--- config.mk ---
export PLATFORM = sky130hd
export DESIGN_NAME = pedestrian_traffic_light_controller_core_flat
export DESIGN_NICKNAME = d
export VERILOG_FILES = /design/src/hdl/ptlc_pkg.sv /design/src/hdl/ptlc_if.sv /design/src/hdl/pedestrian_traffic_light_controller_core.sv /design/src/hdl/ptlc_cfg.sv /design/src/hdl/ptlc_in_stage.sv /design/src/hdl/ptlc_ctrl.sv /design/src/flat_wrapper.sv
export SDC_FILE = /design/constraint.sdc
export NUM_CORES = 1
export LEC_CHECK = 0
export BUFFER_PORTS_ARGS = -buffer_cell sky130_fd_sc_hd__buf_2
export CORE_MARGIN = 2
export CORE_UTILIZATION = 58
export CTS_CLUSTER_SIZE = 8
export DETAILED_ROUTE_END_ITERATION = 6
export PLACE_DENSITY = 0.95
export SYNTH_ARGS = -nofsm -noshare
export SYNTH_HDL_FRONTEND = slang
export SYNTH_HIERARCHICAL = 1
export SYNTH_SLANG_ARGS = --single-unit
--- constraint.sdc ---
create_clock -name clk -period 5.9 [get_ports clk]
set_input_delay 0.295 -clock clk [delete_from_list [all_inputs] [get_ports clk]]
set_output_delay 0.295 -clock clk [all_outputs]
set_load 0.03 [all_outputs]
--- src/hdl/ptlc_pkg.sv ---
// ----------------------------------------------------------------------------
// ptlc_pkg
// types, codes and the mode logic shared by the controller modules
// ----------------------------------------------------------------------------
`default_nettype none

package ptlc_pkg;

	// configuration port
	localparam int unsigned APB_ADDR_W = 3;
	localparam int unsigned APB_DATA_W = 32;
	localparam int unsigned REG_IDX_W  = APB_ADDR_W - 2;
	localparam logic [REG_IDX_W-1:0] REG_SHORT_PRESS_LIMIT = '0;
	localparam logic [7:0] SHORT_PRESS_LIMIT_RST = 8'd3;

	// request kinds
	localparam logic REQ_TICK   = 1'b0;
	localparam logic REQ_BUTTON = 1'b1;

	// recorded car phase codes
	localparam logic [1:0] PH_GREEN  = 2'd0;
	localparam logic [1:0] PH_YELLOW = 2'd1;
	localparam logic [1:0] PH_RED    = 2'd2;

	// second marks
	localparam logic [4:0] SEC_GREEN_END   = 5'd5;
	localparam logic [4:0] SEC_BLINK1_END  = 5'd10;
	localparam logic [4:0] SEC_RED_END     = 5'd15;
	localparam logic [4:0] SEC_BLINK2_END  = 5'd20;
	localparam logic [4:0] SEC_HOLD_END    = 5'd2;
	localparam logic [4:0] SEC_PHASE_END   = 5'd5;
	localparam logic [4:0] SEC_CROSS_END   = 5'd10;
	localparam logic [5:0] CYCLE_NORMAL    = 6'd20;
	localparam logic [5:0] CYCLE_CROSS     = 6'd25;

	typedef struct packed {
		logic req_type;
		logic button_level;
	} req_word_t;

	typedef struct packed {
		logic walk_green;
		logic walk_yellow;
		logic walk_red;
		logic car_green;
		logic car_yellow;
		logic car_red;
	} lamps_t;

	typedef struct packed {
		logic       mode;
		logic [4:0] seconds;
		logic [1:0] phase;
		lamps_t     lamps;
	} ctrl_state_t;

	typedef struct packed {
		logic        moved;
		ctrl_state_t st;
	} pass_t;

	// one pass of the mode logic; moved is set when a crossing pass changed phase or left crossing mode
	function automatic pass_t mode_pass(input ctrl_state_t s);
		pass_t r;
		logic  odd;
		r.moved = 1'b0;
		r.st    = s;
		odd     = s.seconds[0];
		if (!s.mode) begin
			if (s.seconds < SEC_GREEN_END) begin
				r.st.lamps.car_green  = 1'b1;
				r.st.lamps.car_yellow = 1'b0;
				r.st.lamps.car_red    = 1'b0;
				r.st.phase            = PH_GREEN;
			end else if (s.seconds < SEC_BLINK1_END || (s.seconds >= SEC_RED_END &&
					s.seconds < SEC_BLINK2_END)) begin
				r.st.lamps.car_green  = 1'b0;
				r.st.lamps.car_red    = 1'b0;
				r.st.lamps.car_yellow = odd;
				r.st.phase            = PH_YELLOW;
			end else if (s.seconds < SEC_RED_END) begin
				r.st.lamps.car_yellow = 1'b0;
				r.st.lamps.car_green  = 1'b0;
				r.st.lamps.car_red    = 1'b1;
				r.st.phase            = PH_RED;
			end
		end else begin
			case (s.phase)
				PH_RED: begin
					r.st.lamps.car_yellow  = 1'b0;
					r.st.lamps.walk_yellow = 1'b0;
					if (s.seconds < SEC_PHASE_END) begin
						r.st.lamps.walk_green = 1'b1;
						r.st.lamps.car_red    = 1'b1;
					end else if (s.seconds < SEC_CROSS_END) begin
						r.st.lamps.walk_green  = 1'b0;
						r.st.lamps.car_red     = 1'b0;
						r.st.lamps.car_yellow  = odd;
						r.st.lamps.walk_yellow = odd;
					end else begin
						r.st.mode    = 1'b0;
						r.st.seconds = '0;
						r.st.lamps   = '0;
						r.moved      = 1'b1;
					end
				end
				PH_YELLOW: begin
					r.st.lamps.walk_red  = 1'b0;
					r.st.lamps.car_green = 1'b0;
					if (s.seconds < SEC_PHASE_END) begin
						r.st.lamps.car_yellow  = odd;
						r.st.lamps.walk_yellow = odd;
					end else begin
						r.st.seconds = '0;
						r.st.phase   = PH_RED;
						r.moved      = 1'b1;
					end
				end
				PH_GREEN: begin
					r.st.lamps.car_green = 1'b1;
					if (s.seconds < SEC_HOLD_END) begin
						r.st.lamps.walk_red = 1'b1;
					end else begin
						r.st.seconds = '0;
						r.st.phase   = PH_YELLOW;
						r.moved      = 1'b1;
					end
				end
				default: ;
			endcase
		end
		return r;
	endfunction

endpackage

`default_nettype wire

--- src/hdl/ptlc_if.sv ---
// ----------------------------------------------------------------------------
// ptlc channel interfaces
// request channel (ticks and button changes) and result channel (lamps)
// ----------------------------------------------------------------------------
`default_nettype none

interface ptlc_req_if;
	logic valid;
	logic ready;
	logic req_type;
	logic button_level;

	modport source (output valid, output req_type, output button_level, input ready);
	modport sink (input valid, input req_type, input button_level, output ready);
endinterface

interface ptlc_res_if;
	logic       valid;
	logic       ready;
	logic       car_red;
	logic       car_yellow;
	logic       car_green;
	logic       walk_red;
	logic       walk_yellow;
	logic       walk_green;
	logic       crossing_mode;
	logic [1:0] car_phase;
	logic [4:0] second_count;

	modport source (output valid, output car_red, output car_yellow, output car_green,
		output walk_red, output walk_yellow, output walk_green, output crossing_mode,
		output car_phase, output second_count, input ready);
	modport sink (input valid, input car_red, input car_yellow, input car_green,
		input walk_red, input walk_yellow, input walk_green, input crossing_mode,
		input car_phase, input second_count, output ready);
endinterface

`default_nettype wire

--- src/hdl/pedestrian_traffic_light_controller_core.sv ---
// Request words (one-second tick or button level change) can be taken on every clock
// cycle, and each gives exactly one result word with the six lamps, mode, phase and
// second count. An accepted word is held in the input register. From there the
// control stage applies it, settles the mode logic in two chained passes and
// loads the result register, which drives the result channel. One word per cycle
// is sustained while the result side takes every word, because the input ready
// follows the result ready in the same cycle. A stalled result holds the next word
// in the input register, and once that register is full, ready stays low until
// the result is taken.
// The short press limit sits at byte address 0 of the APB port.
`default_nettype none

// ----------------------------------------------------------------------------
// pedestrian_traffic_light_controller_core
// traffic light controller with pedestrian request button
// ----------------------------------------------------------------------------
module pedestrian_traffic_light_controller_core (
	input  logic                             clk,
	input  logic                             arst_n,
	input  logic                             psel,
	input  logic                             penable,
	input  logic                             pwrite,
	input  logic [ptlc_pkg::APB_ADDR_W-1:0]  paddr,
	input  logic [ptlc_pkg::APB_DATA_W-1:0]  pwdata,
	output logic [ptlc_pkg::APB_DATA_W-1:0]  prdata,
	output logic                             pready,
	ptlc_req_if.sink                         req,
	ptlc_res_if.source                       res
);
	import ptlc_pkg::*;

	logic [7:0] limit;
	logic       take;
	logic       valid_s1;
	req_word_t  word_s1;

	// configuration registers
	ptlc_cfg u_cfg (
		.clk               (clk),
		.arst_n            (arst_n),
		.psel              (psel),
		.penable           (penable),
		.pwrite            (pwrite),
		.paddr             (paddr),
		.pwdata            (pwdata),
		.prdata            (prdata),
		.pready            (pready),
		.short_press_limit (limit)
	);

	// input register
	ptlc_in_stage u_in (
		.clk      (clk),
		.arst_n   (arst_n),
		.req      (req),
		.take     (take),
		.valid_s1 (valid_s1),
		.word_s1  (word_s1)
	);

	// control stage
	ptlc_ctrl u_ctrl (
		.clk               (clk),
		.arst_n            (arst_n),
		.valid_s1          (valid_s1),
		.word_s1           (word_s1),
		.short_press_limit (limit),
		.take              (take),
		.res               (res)
	);

endmodule

`default_nettype wire

--- src/hdl/ptlc_cfg.sv ---
// ----------------------------------------------------------------------------
// ptlc_cfg
// APB register file holding the short press limit
// ----------------------------------------------------------------------------
`default_nettype none

module ptlc_cfg (
	input  logic                             clk,
	input  logic                             arst_n,
	input  logic                             psel,
	input  logic                             penable,
	input  logic                             pwrite,
	input  logic [ptlc_pkg::APB_ADDR_W-1:0]  paddr,
	input  logic [ptlc_pkg::APB_DATA_W-1:0]  pwdata,
	output logic [ptlc_pkg::APB_DATA_W-1:0]  prdata,
	output logic                             pready,
	output logic [7:0]                       short_press_limit
);
	import ptlc_pkg::*;

	logic [REG_IDX_W-1:0] reg_idx;
	logic                 wr_en;
	logic [7:0]           limit_q;

	assign reg_idx = paddr[APB_ADDR_W-1:2];
	assign wr_en   = psel && penable && pwrite;
	assign pready  = 1'b1;

	// register write
	always_ff @(posedge clk or negedge arst_n) begin
		if (!arst_n) begin
			limit_q <= SHORT_PRESS_LIMIT_RST;
		end else if (wr_en && reg_idx == REG_SHORT_PRESS_LIMIT) begin
			limit_q <= pwdata[7:0];
		end
	end

	// read decode
	always_comb begin
		unique case (reg_idx)
			REG_SHORT_PRESS_LIMIT: prdata = {{(APB_DATA_W-8){1'b0}}, limit_q};
			default:               prdata = '0;
		endcase
	end

	assign short_press_limit = limit_q;

endmodule

`default_nettype wire

--- src/hdl/ptlc_in_stage.sv ---
// ----------------------------------------------------------------------------
// ptlc_in_stage
// input register for request words
// ----------------------------------------------------------------------------
`default_nettype none

module ptlc_in_stage (
	input  logic                clk,
	input  logic                arst_n,
	ptlc_req_if.sink            req,
	input  logic                take,
	output logic                valid_s1,
	output ptlc_pkg::req_word_t word_s1
);
	import ptlc_pkg::*;

	logic acc;

	// free when empty or when the held word moves on this cycle
	assign req.ready = !valid_s1 || take;
	assign acc       = req.valid && req.ready;

	// occupancy
	always_ff @(posedge clk or negedge arst_n) begin
		if (!arst_n) begin
			valid_s1 <= 1'b0;
		end else if (acc) begin
			valid_s1 <= 1'b1;
		end else if (take) begin
			valid_s1 <= 1'b0;
		end
	end

	// word capture
	always_ff @(posedge clk) begin
		if (acc) begin
			word_s1.req_type     <= req.req_type;
			word_s1.button_level <= req.button_level;
		end
	end

endmodule

`default_nettype wire

--- src/hdl/ptlc_ctrl.sv ---
// ----------------------------------------------------------------------------
// ptlc_ctrl
// controller state, next-state logic and result register
// ----------------------------------------------------------------------------
`default_nettype none

module ptlc_ctrl (
	input  logic                clk,
	input  logic                arst_n,
	input  logic                valid_s1,
	input  ptlc_pkg::req_word_t word_s1,
	input  logic [7:0]          short_press_limit,
	output logic                take,
	ptlc_res_if.source          res
);
	import ptlc_pkg::*;

	ctrl_state_t st_q;
	logic [7:0]  press_q;
	logic        res_valid_q;

	ctrl_state_t st_in;
	logic [7:0]  press_nxt;
	logic [5:0]  sec_inc;
	logic [5:0]  cycle_len;
	pass_t       pass1;
	pass_t       pass2;
	ctrl_state_t st_nxt;

	assign take = valid_s1 && (!res_valid_q || res.ready);

	// apply the request word
	always_comb begin
		st_in     = st_q;
		press_nxt = press_q;
		sec_inc   = {1'b0, st_q.seconds} + 6'd1;
		cycle_len = st_q.mode ? CYCLE_CROSS : CYCLE_NORMAL;
		if (word_s1.req_type == REQ_TICK) begin
			if (sec_inc >= cycle_len) begin
				st_in.seconds = 5'(sec_inc - cycle_len);
			end else begin
				st_in.seconds = sec_inc[4:0];
			end
			press_nxt = press_q + 8'd1;
		end else if (!st_q.mode) begin
			if (word_s1.button_level) begin
				press_nxt = '0;
			end else if (press_q < short_press_limit) begin
				st_in.mode    = 1'b1;
				st_in.seconds = '0;
				st_in.lamps   = '0;
			end
		end
	end

	// mode logic settles within two passes: a phase change is always followed by a resting pass
	assign pass1  = mode_pass(st_in);
	assign pass2  = mode_pass(pass1.st);
	assign st_nxt = pass1.moved ? pass2.st : pass1.st;

	// state doubles as result register
	always_ff @(posedge clk or negedge arst_n) begin
		if (!arst_n) begin
			st_q.mode    <= 1'b0;
			st_q.seconds <= '0;
			st_q.phase   <= PH_GREEN;
			st_q.lamps   <= '0;
			press_q      <= '0;
			res_valid_q  <= 1'b0;
		end else if (take) begin
			st_q        <= st_nxt;
			press_q     <= press_nxt;
			res_valid_q <= 1'b1;
		end else if (res.ready) begin
			res_valid_q <= 1'b0;
		end
	end

	// result word
	assign res.valid         = res_valid_q;
	assign res.car_red       = st_q.lamps.car_red;
	assign res.car_yellow    = st_q.lamps.car_yellow;
	assign res.car_green     = st_q.lamps.car_green;
	assign res.walk_red      = st_q.lamps.walk_red;
	assign res.walk_yellow   = st_q.lamps.walk_yellow;
	assign res.walk_green    = st_q.lamps.walk_green;
	assign res.crossing_mode = st_q.mode;
	assign res.car_phase     = st_q.phase;
	assign res.second_count  = st_q.seconds;

endmodule

`default_nettype wire

--- src/flat_wrapper.sv ---
// flat-port wrapper written by rule: the top's interface ports become plain ports
module pedestrian_traffic_light_controller_core_flat import ptlc_pkg::*;
  (clk, arst_n, psel, penable, pwrite, paddr, pwdata, prdata, pready, req_valid, req_req_type, req_button_level, req_ready, res_valid, res_car_red, res_car_yellow, res_car_green, res_walk_red, res_walk_yellow, res_walk_green, res_crossing_mode, res_car_phase, res_second_count, res_ready);
  ptlc_req_if req_i ();
  ptlc_res_if res_i ();
  input  logic clk;
  input  logic arst_n;
  input  logic psel;
  input  logic penable;
  input  logic pwrite;
  input  logic [ptlc_pkg::APB_ADDR_W-1:0] paddr;
  input  logic [ptlc_pkg::APB_DATA_W-1:0] pwdata;
  output logic [ptlc_pkg::APB_DATA_W-1:0] prdata;
  output logic pready;
  input wire logic [$bits(req_i.valid)-1:0] req_valid;
  input wire logic [$bits(req_i.req_type)-1:0] req_req_type;
  input wire logic [$bits(req_i.button_level)-1:0] req_button_level;
  output wire logic [$bits(req_i.ready)-1:0] req_ready;
  output wire logic [$bits(res_i.valid)-1:0] res_valid;
  output wire logic [$bits(res_i.car_red)-1:0] res_car_red;
  output wire logic [$bits(res_i.car_yellow)-1:0] res_car_yellow;
  output wire logic [$bits(res_i.car_green)-1:0] res_car_green;
  output wire logic [$bits(res_i.walk_red)-1:0] res_walk_red;
  output wire logic [$bits(res_i.walk_yellow)-1:0] res_walk_yellow;
  output wire logic [$bits(res_i.walk_green)-1:0] res_walk_green;
  output wire logic [$bits(res_i.crossing_mode)-1:0] res_crossing_mode;
  output wire logic [$bits(res_i.car_phase)-1:0] res_car_phase;
  output wire logic [$bits(res_i.second_count)-1:0] res_second_count;
  input wire logic [$bits(res_i.ready)-1:0] res_ready;
  assign req_i.valid = req_valid;
  assign req_i.req_type = req_req_type;
  assign req_i.button_level = req_button_level;
  assign req_ready = req_i.ready;
  assign res_valid = res_i.valid;
  assign res_car_red = res_i.car_red;
  assign res_car_yellow = res_i.car_yellow;
  assign res_car_green = res_i.car_green;
  assign res_walk_red = res_i.walk_red;
  assign res_walk_yellow = res_i.walk_yellow;
  assign res_walk_green = res_i.walk_green;
  assign res_crossing_mode = res_i.crossing_mode;
  assign res_car_phase = res_i.car_phase;
  assign res_second_count = res_i.second_count;
  assign res_i.ready = res_ready;
  pedestrian_traffic_light_controller_core u_core (.clk(clk), .arst_n(arst_n), .psel(psel), .penable(penable), .pwrite(pwrite), .paddr(paddr), .pwdata(pwdata), .prdata(prdata), .pready(pready), .req(req_i), .res(res_i));
endmodule
==> results.env <==
POSTROUTEANTENNANETS=0
POSTSYNTHCELLCOUNT=408
ANTENNA-DIODE-COUNT=0
GR-MAX-USAGE-LAYER='met2'
WORST_SETUP_PATH_STARTPOINT='u_core/u_ctrl/res.second_count[0]'
CRITICAL_PATH.MAX_FANOUT=9
CELL_AREA_AFTER_SYNTHESIS_UM2=3368
REPORT.FINAL.HOLD_VIOL_COUNT=0
OVERALL_GLOBAL_ROUTING_USAGE=0.2871
FINALNETCOUNT=506
CLOCK_TREE.HTREE_LEVEL_COUNT=2
WORST_IR_DROP_VDD_mV=0.2026
MAXCLOCKFREQUENCY_MHz=196.9
PLACE_AREA_UM2=3507
HP-CLASS='in -> async'
RUN_STATUS='finished clean'
SYNTH.DISTINCT_CELLS=79
FLOORPLAN_CORE_AREA_UM2=5574
WORSTSETUPENDPOINTTYPE='flop'
POWER-PER-CELL-AREA_nW_PER_UM2=393.8
FINAL_CELL_AREA_UM2=3623
PLACE.DETAILED.HPWL_UM=6554
PLACEDCELLCOUNT=506
MAX_CAP_VIOLATIONS=0
HOLD-WORST-SLACK_NS=0.06856
USE_MET1=0.3931
STATIC-LEAKAGE-POWER_uW=0.001706
WORST_SLEW_MARGIN_REL=0.3609
VIA_COUNT=3319
TIMING.FINAL.MAX_SLEW_VIOLATIONS=0
PIN_COUNT_OF_THE_BIGGEST_NET_ENTERING_GLOBAL_ROUTING=33
POST_SYNTH.CELL_AREA_AVG_UM2=8.255
DRT_ITER0_DRC=430
SYNTH_ENABLE_FLOP_CELLS=2
CLOCKBUFFERDEPTH=2
GRTUSAGEMET2=0.4717
FLOORPLAN.INITIALDENSITY=0.6043
FIRST_GLOBAL_VIAS=2945
FINALCLOCKSKEW_NS=0.003739
FINALSETUPTNS_NS=0
FINALNONFILLERCELLS=514
SYNTH-ASYNC-RESET-RATIO=0.9412
ROUTEDWLPERCELL_UM=17.55
PLACEMENT_ROWS=27
CTS_ROOT_BUF='clkbuf_8'
RR_STARTPOINT='u_core/u_ctrl/res.second_count[0]'
GRT_SETUP_UNREPAIRED='false'
WORST_PIN_SLEW_NS=0.9587
FIRSTDRTPASSITERS=6
CTS_RESIZED=0
WORST_SKEW_PAIR.LATE_LATENCY_NS=0.29
ANTENNA_FOUND_INITIAL=0
IO_BUFFERS=41
LAYOUT_MIN_CYCLE_TIME_NS=5.078
DETAILEDPLACE.WORSTSLACK_NS=1.021
FLOORPLAN.DIE.HEIGHT_UM=80.21
YOSYS_WARNINGS=6
REG2REG_SETUP_SLACK_NS=0.82
FP.DIEAREA_UM2=6433
GRT_OVERFLOW=0
GPL.FINAL_WEIGHTED_CONGESTION=1.021
TIMING.CRITICAL_PATH.FROM_TYPE='flop'
NUM_CTS_BUFFERS=5
SETUP_VIOL=0
TOTALWIRELENGTH_UM=9023
ROUTE.DETAILED.DRC=0
CTS.SINKS=34
SYNTH_SEQ_AREA_SHARE=0.2563
SYNTH_FF_TYPE='dfrtp_1'
TRITONCTS='done'
SYN2LAYOUT_AREA_GROWTH_PCT=7.578
CP_DATA_REQUIRED_TIME_NS=6.06
IO_PINS=93
VIA_PER_INST=6.457
POSTCTSSETUPBUFFERS=0
WORST-SETUP-PATH-TYPE='reg -> reg'
DRIVE_GT1_FRAC=0.1991
GLOBALROUTEMET3UTIL=0.03708
GRT_FIRST_PASS_WIRELENGTH_UM=14510
SYNTH.FF_LATCH_COUNT=34
ARRIVAL_NS=5.24
HOLDBUFCOUNTCTS=0
CLK_PIN_SLEW_WORST_PATHS_NS=0.07
DIE_W_UM=80.21
MIN_PERIOD_OVER_PERIOD=0.8606
FIN_WS_NS=0.8224
-- per-layer routing --
| metal | part of all wire | up-vias |
|---|---|---|
| met1 | 0.41 | 1560 |
| met2 | 0.47 | 222 |
| met3 | 0.099 | 22 |
| met4 | 0.017 | 0 |
| li1 | - | 1515 |
| met5 | 0 | - |
-- metrics by stage --
stage | util | total power, uW
after detailed placement | 0.6292 | 1175
after global placement | 0.6292 | 1154
final | 0.6501 | 1427
after floorplan | - | 987.7
after CTS | 0.6501 | 1407
after global routing | 0.6501 | 1516
-- cells in the final DEF (no fill, tap or decap), types with 3 or more instances in the layout --
master     n
clkbuf_8   6
a22o_1     3
nor3_1     9
nand3b_1   3
a211o_1    3
buf_2     41
and3_1     6
nand3_1   14
o21ai_0   29
a31oi_1    8
dfrtp_1   30
or3_1      4
nand2b_1   9
o311a_1    3
mux2i_1    4
o21ai_1    5
o41ai_1    4
buf_4      3
o21a_1     6
o31ai_1    5
o211ai_1   4
ha_1      21
a211oi_1   7
inv_1     21
and2b_2    8
a21oi_1   15
and2_1     5
nand2_1   41
nor2_1    30
mux2_2     9
conb_1    25
-- final timing paths --
check,end,cells past startpoint
worst min register to register,u_core/u_ctrl/res.valid,2
max in group asynchronous,u_core/u_ctrl/res.walk_red,1
worst max register to register,u_core/u_ctrl/res.second_count[0],19
min in group clk,u_core/u_in/word_s1[0],1
worst max-delay path,u_core/u_ctrl/res.second_count[0],19
worst min-delay path,u_core/u_cfg/short_press_limit[4],1
-- area by class of cell --
class                   count  area (um^2)
clock inverters             1        30.03
repair buffers             44        227.7
flip-flops and latches     34        863.3
multi-input cells         334         2243
clock buffers               7        86.33
well taps                  72        90.09
fillers                   466         1951
inverters                  22        82.58
-- cell families after synthesis --
kind of cell,count (synthesis),synth area share
and+or+nand+nor,142,0.2214
AOI/OAI and AO/OA,129,0.2846
buffers and inverters,63,0.1033
DFF,34,0.2563
adders and majority gates,21,0.07801
muxes,14,0.04643
xor gates and xnor gates,3,0.007802
other,2,0.002230
-- state kept, by name (all words and copies together), names as in the netlist, 2 cells and up --
signal and count:
u_core/u_in/word_s1 2, u_core/u_ctrl/press_q 8, u_core/u_cfg/short_press_limit 8, u_core/u_ctrl/res.second_count 5
u_core/u_ctrl/res.car_phase 2
-- synth_stat cells (all sizes together) (3+ instances only) --
cell type	count	share of area
nand2b	11	0.023
a211o	3	0.0078
inv	22	0.025
o211ai	4	0.0089
mux2	10	0.035
o21a	6	0.013
a22o	3	0.0078
nand2	41	0.046
nand3	14	0.021
nor2	31	0.035
a21oi	17	0.030
nand3b	3	0.0067
or3	5	0.011
a211oi	7	0.016
o21ai	34	0.051
clkbuf	9	0.010
buf	32	0.069
and3	6	0.011
a31oi	8	0.015
and2b	8	0.021
and2	6	0.012
mux2i	4	0.012
o41ai	5	0.015
nor3	9	0.013
ha	21	0.078
o31ai	6	0.017
o311a	3	0.0089
dfrtp	30	0.22
-- critical path: stages, from the launching register on --
cell,delay [ns]
dfrtp_1,0.49
ha_1,0.31
xor2_1,0.17
ha_1,0.39
nand2b_2,0.10
a21oi_4,0.17
a2bb2oi_2,0.35
o41ai_2,0.17
o21ai_1,0.58
nor3_1,0.19
nor3_1,0.25
o21ai_0,0.15
a32oi_1,0.37
inv_1,0.13
ha_1,0.23
inv_1,0.09
o2111ai_1,0.15
o21bai_1,0.23
a211oi_1,0.27
o21ai_0,0.15
-- power by group --
| group | total (uW) | switching [uW] | internal, uW | leakage (uW) |
|---|---|---|---|---|
| registers | 372 | 79.5 | 293 | 0.000418 |
| clock network | 224 | 85.8 | 138 | 0.0000585 |
| logic | 831 | 537 | 294 | 0.00123 |
| total | 1430 | 703 | 724 | 0.00171 |
Power figures use the tool's default switching activity.
